### src/ctbm_pkg.sv
// Shared constants and types for the CPU time budget monitor.
// Used by the controller, the datapath and the top level; depends on nothing.
package ctbm_pkg;

	// Accumulator sets and derived widths.
	localparam int NUM_SETS  = 8;
	localparam int SET_W     = $clog2(NUM_SETS);
	localparam int RATE_W    = 14;
	localparam int WORD_W    = 64;
	localparam int PROD_W    = WORD_W + 1 + RATE_W;

	// Iteration counts of the shift-add multiplier and the restoring divider.
	localparam int MUL_STEPS = RATE_W;
	localparam int DIV_STEPS = WORD_W;
	localparam int CNT_W     = $clog2(DIV_STEPS);

	// Reset value of the tick rate register.
	localparam logic [RATE_W-1:0] RATE_RESET = RATE_W'(100);

	// Command codes.
	localparam logic [1:0] CMD_ADD  = 2'd0;
	localparam logic [1:0] CMD_SET  = 2'd1;
	localparam logic [1:0] CMD_TEST = 2'd2;

	// Register selects (paddr bit 2 picks the 32-bit register).
	localparam logic REG_MULTI = 1'b0;
	localparam logic REG_RATE  = 1'b1;

	// Commands from the controller to the datapath.
	typedef struct packed {
		logic             load;
		logic             add;
		logic             sum_clr;
		logic             sum_step;
		logic             mul_step;
		logic             ticks;
		logic             budget;
		logic             thr_step;
		logic             div_init;
		logic             div_step;
		logic             cmp;
		logic             out_load;
		logic [SET_W-1:0] idx;
	} dp_cmd_t;

endpackage

### src/ctbm_ctrl.sv
// Sequencing state machine of the CPU time budget monitor.
// Depends on ctbm_pkg; drives the datapath through a dp_cmd_t bundle.
module ctbm_ctrl import ctbm_pkg::*; (
	input  logic       clk,
	input  logic       arst_n,
	input  logic       multi,
	input  logic       in_valid,
	output logic       in_stall,
	input  logic [1:0] command,
	output logic       out_valid,
	input  logic       out_stall,
	output dp_cmd_t    cmd
);

	typedef enum logic [9:0] {
		S_IDLE   = 10'b0000000001,
		S_ADD    = 10'b0000000010,
		S_SUM    = 10'b0000000100,
		S_MUL    = 10'b0000001000,
		S_TICKS  = 10'b0000010000,
		S_BUDGET = 10'b0000100000,
		S_THR    = 10'b0001000000,
		S_DIV    = 10'b0010000000,
		S_CMP    = 10'b0100000000,
		S_OUT    = 10'b1000000000
	} state_t;

	state_t             state_q, state_d;
	logic [CNT_W-1:0]   cnt_q;
	logic [1:0]         cmd_q;
	logic               out_valid_q;
	logic               walk_last;

	// The last set of a walk depends on how many sets are active.
	assign walk_last = (cnt_q == (multi ? CNT_W'(NUM_SETS - 1) : '0));
	assign in_stall  = (state_q != S_IDLE);
	assign out_valid = out_valid_q;

	always_comb begin
		state_d = state_q;
		cmd     = '0;
		cmd.idx = cnt_q[SET_W-1:0];
		case (state_q)
			S_IDLE: begin
				if (in_valid) begin
					cmd.load    = 1'b1;
					cmd.sum_clr = 1'b1;
					state_d     = (command == CMD_ADD) ? S_ADD : S_SUM;
				end
			end
			S_ADD: begin
				cmd.add     = 1'b1;
				cmd.sum_clr = 1'b1;
				state_d     = S_SUM;
			end
			S_SUM: begin
				cmd.sum_step = 1'b1;
				if (walk_last) begin
					state_d = (cmd_q == CMD_SET || cmd_q == CMD_TEST) ? S_MUL : S_OUT;
				end
			end
			S_MUL: begin
				cmd.mul_step = 1'b1;
				if (cnt_q == CNT_W'(MUL_STEPS - 1)) begin
					state_d = S_TICKS;
				end
			end
			S_TICKS: begin
				cmd.ticks = 1'b1;
				state_d   = S_BUDGET;
			end
			S_BUDGET: begin
				cmd.budget   = 1'b1;
				cmd.div_init = 1'b1;
				state_d      = S_THR;
			end
			S_THR: begin
				cmd.thr_step = 1'b1;
				if (walk_last) begin
					state_d = (cmd_q == CMD_TEST) ? S_DIV : S_OUT;
				end
			end
			S_DIV: begin
				cmd.div_step = 1'b1;
				if (cnt_q == CNT_W'(DIV_STEPS - 1)) begin
					state_d = S_CMP;
				end
			end
			S_CMP: begin
				cmd.cmp = 1'b1;
				state_d = S_OUT;
			end
			S_OUT: begin
				if (!out_valid_q || !out_stall) begin
					cmd.out_load = 1'b1;
					state_d      = S_IDLE;
				end
			end
			default: begin
				state_d = S_IDLE;
			end
		endcase
	end

	always_ff @(posedge clk or negedge arst_n) begin
		if (!arst_n) begin
			state_q     <= S_IDLE;
			cnt_q       <= '0;
			cmd_q       <= CMD_ADD;
			out_valid_q <= 1'b0;
		end else begin
			state_q <= state_d;
			if (state_d != state_q) begin
				cnt_q <= '0;
			end else begin
				cnt_q <= cnt_q + CNT_W'(1);
			end
			if (cmd.load) begin
				cmd_q <= command;
			end
			if (cmd.out_load) begin
				out_valid_q <= 1'b1;
			end else if (!out_stall) begin
				out_valid_q <= 1'b0;
			end
		end
	end

endmodule

### config.mk
export PLATFORM = sky130hd
export DESIGN_NAME = ctbm_ctrl
export DESIGN_NICKNAME = d
export VERILOG_FILES = /design/src/ctbm_pkg.sv /design/src/ctbm_ctrl.sv
export SDC_FILE = /design/constraint.sdc
export NUM_CORES = 1
export LEC_CHECK = 0
export BUFFER_PORTS_ARGS = -buffer_cell sky130_fd_sc_hd__buf_2
export CELL_PAD_IN_SITES_DETAIL_PLACEMENT = 0
export CELL_PAD_IN_SITES_GLOBAL_PLACEMENT = 1
export CORE_UTILIZATION = 43
export CTS_BUF_LIST = sky130_fd_sc_hd__clkbuf_2 sky130_fd_sc_hd__clkbuf_4 sky130_fd_sc_hd__clkbuf_8
export CTS_CLUSTER_SIZE = 30
export DETAILED_ROUTE_END_ITERATION = 7
export GPL_TIMING_DRIVEN = 0
export PLACE_DENSITY_LB_ADDON = 0.12
export SLEW_MARGIN = 10
export SYNTH_ARGS = -nofsm -noshare
export SYNTH_HDL_FRONTEND = slang
export SYNTH_SLANG_ARGS = --single-unit
### constraint.sdc
create_clock -name clk -period 2.81 [get_ports clk]
set_clock_uncertainty 0.1 [all_clocks]
set_input_delay 0.281 -clock clk [delete_from_list [all_inputs] [get_ports clk]]
set_output_delay 0.281 -clock clk [all_outputs]
set_load 0.03 [all_outputs]
==> flow_summary_export.csv <==
group,metric,value,unit
pwr,p_sw_frac,0.4399,
synth,synth_ff_type,"dfrtp_1",
pwr,p_seq_frac,0.357,
global_routing,antenna_found_initial,0,
timing,setup_viol,0,
clock_tree,numCtsBuffers,3,
floorplan,fp.dieH,54.27,um
worst_setup_path,crit_family,"simple AND/OR/NAND/NOR gates",
timing,tns,0,ps
cells_and_area,final_cell_mix,"buf_2 (22), dfrtp_1 (15), inv_1 (9)",
timing,finalCritPeriodShare,0.9700,
floorplan,pin_count,24,
worst_setup_path,path_buf_inv,2,
floorplan,initial_core_util,0.4658,
placement,port_buffers,23,
routing,wl,2692,um
clock_tree,clk_latency,300,ps
cells_and_area,final_common_cell,"buf_2",
routing,dr.first_iter.drc_count,20,
cells_and_area,nNetsFinal,158,
timing,max-slew-margin-rel,0.5405,
run,drv_cap,0,
clock_tree,cts_setup_buffers,0,
worst_setup_path,cp_max_fo,6,
worst_setup_path,worst_setup_path_start_kind,"register",
global_routing,overflow,0,
cells_and_area,diodes,0,
pwr,p_clk_frac,0.130,
worst_setup_path,slowest_delay,600,ps
cells_and_area,drive_above_1_share,0.3605,
synth,synth_top_cell_by_area,"dfrtp_1",
timing,period_minus_slack,2726,ps
placement,dpl_cell_area,1346,sq um
synth,synth.area.top_cells,"dfrtp_1 (38%), ha_1 (3.2%), nor4_1 (3.2%)",
hold_path,hold_class,"in2reg",
timing,slew_viol_final,0,
synth,synth_area,1175,sq um
routing,ant_nets,0,
synth,synth-async-reset-ratio,1.000,
timing,rsz0062_at_grt,"no",
cells_and_area,areaGrowthSynthToFinish,20.77,%
global_routing,grt_pass1_vias,920,
pwr,fin_total_pwr,1.110,mW
worst_setup_path,required,2430,ps
floorplan,dieArea,2945,sq um
synth,syn-num-nets,130,
placement,numPlacedInstances,173,
pwr,power_frac_comb,0.513,
pwr,power.density,782.4,nW/um^2
global_routing,grt_start_max_net_pins,20,
routing,viasPerCell,5.881,
worst_setup_path,path_cells,"or4_4, or2_4, or4_4, inv_1, buf_2",
routing,drt_drc_violations_left,0,
worst_setup_path,critical_path_class,"reg2out",
clock_tree,cts_root_buf,"clkbuf_4",
routing,num_vias,1041,
worst_setup_path,end_kind,"output port",
clock_tree,path_clk_slew,110,ps
placement,gp_congestion,0.8155,
floorplan,dieWidth,54.27,um
clock_tree,cts_tree,"yes",
pwr,internal-power,0.6217,mW
pwr,peakVddDrop,582.2,uV
routing,first_pass_iters,5,
run_status,outcome,"complete, no violations",
clock_tree,cts_max_path_buffers,2,
clock_tree,htreeDepth,1,
placement,dp_hpwl,1948,um
clock_tree,cts.sinks,19,
global_routing,grt_pass1_wl,4381,um
synth,ys_types,44,
worst_setup_path,cp_common_cell,"or4_4",
floorplan,rows,18,
timing,fmax,366.9,MHz
routing,wire_per_inst,15.21,um
pwr,switching_power,0.4883,mW
cells_and_area,stdcell_count,177,
floorplan,core_area,2522,sq um
synth,syn_inst,120,
cells_and_area,fin_area,1419,sq um
worst_setup_path,arrival,2340,ps
synth,yosys_warnings,0,
pwr,p_leak,0.6609,nW
timing,tightest_slew,687.5,ps
cells_and_area,fillers,240,
synth,synth.avg_cell_area,9.791,sq um
synth,synth-edff-count,0,
synth,synth_top_cell_area_share,0.3834,
synth,ys_seq_area_frac,0.4058,
synth,ys_ff_latch,19,
timing,hold_viol_final,0,
worst_setup_path,crit_slowest_cell,"or4_4",
global_routing,grt_util_all_layers,0.2130,
## through the flow
stage / hold WS (ps) / setup slack, ps / util
after floorplan: -114.6 / -42.35 / -
after detailed placement: 147.4 / 179.0 / 0.5337
after CTS: 27.95 / 3.864 / 0.5536
after global routing: 22.31 / 9.874 / 0.5625
final: 38.15 / 84.38 / 0.5625
after global placement: 150.8 / 189.5 / 0.5337
## cell type report
cell class	count	area [sq um]	area share
multi-input combinational	86	674.4	0.4753
sequential	19	480.5	0.3386
timing repair buffer	24	130.1	0.09171
tap	30	37.54	0.02646
buffer	5	35.03	0.02469
inverter	9	33.78	0.02381
clock buffer	3	22.52	0.01587
clock inverter	1	5.005	0.003527
## repair_timing
item,4_1_cts,5_1_grt
endpoints found under the setup margin,5,4
hold endpoints to repair,18,0
hold buffers,1,0
gates resized for setup,5,6
cloned,0,0
## synth_stat cells (2+ instances only)
library cell,number
a21oi_1,7
buf_4,4
dfrtp_1,18
ha_1,3
inv_1,9
mux2_2,3
nand2_1,6
nand2b_1,5
nand4_1,3
nor2_1,4
nor3_1,5
nor3b_1,2
nor4_1,6
nor4b_1,3
o21a_1,2
o21ai_0,2
or2_2,4
or4_1,5
xnor2_1,2
xor2_1,3
## registers in the layout, indices dropped and copies added, names as in the netlist
register and cells:
out_valid 1, cmd_q 2, state_q 10, cnt_q 6
## worst paths after layout
path                       slack [ps]                     to                  from  depth (start not counted)
min in group asynchronous         340  out_valid$_DFFE_PN0P_                arst_n                          2
max in group asynchronous        1940   state_q[0]$_DFF_PN1_                arst_n                          2
hold / removal                     40   state_q[1]$_DFF_PN0_            command[0]                          2
setup reg to reg                  210   state_q[9]$_DFF_PN0_    cnt_q[2]$_DFF_PN0_                          4
setup / recovery                   80                cmd[13]  state_q[7]$_DFF_PN0_                          5
hold reg to reg                   420   cmd_q[1]$_DFFE_PN0P_  cmd_q[1]$_DFFE_PN0P_                          1
## worst register-to-register path, delay by kind of cell (launching register included)
| family | cells | cell delay, ps |
|---|---|---|
| compound gates | 2 | 990 |
| simple gates | 1 | 560 |
| flops | 1 | 450 |
| mux | 1 | 410 |
## metal layers
metal / global-route usage / share of wire
met5: 0 / 0
met4: 0.04274 / 0.0037
met3: 0.05833 / 0.045
met2: 0.3374 / 0.46
met1: 0.2897 / 0.49
## cell families (layout without fill, tap and decap cells)
| group | Yosys count | in the layout | synth area share |
|---|---|---|---|
| adder cells (fa/ha/maj) | 3 | 3 | 0.03195 |
| AO/OA/AOI/OAI | 26 | 26 | 0.1811 |
| multiplexers | 3 | 3 | 0.02875 |
| flip-flops | 19 | 19 | 0.4058 |
| AND/OR/NAND/NOR | 49 | 49 | 0.2535 |
| XOR/XNOR | 5 | 5 | 0.03728 |
| buffers and inverters | 15 | 42 | 0.06176 |
## power by group through the flow
stage,combinational [mW],clock [mW],sequential (mW)
6_report,0.570,0.144,0.396
5_1_grt,0.623,0.163,0.407
4_1_cts,0.556,0.151,0.391
3_5_place_dp,0.541,0,0.396
3_3_place_gp,0.538,0,0.395
2_1_floorplan,0.433,0,0.381
Power figures use the tool's default switching activity.
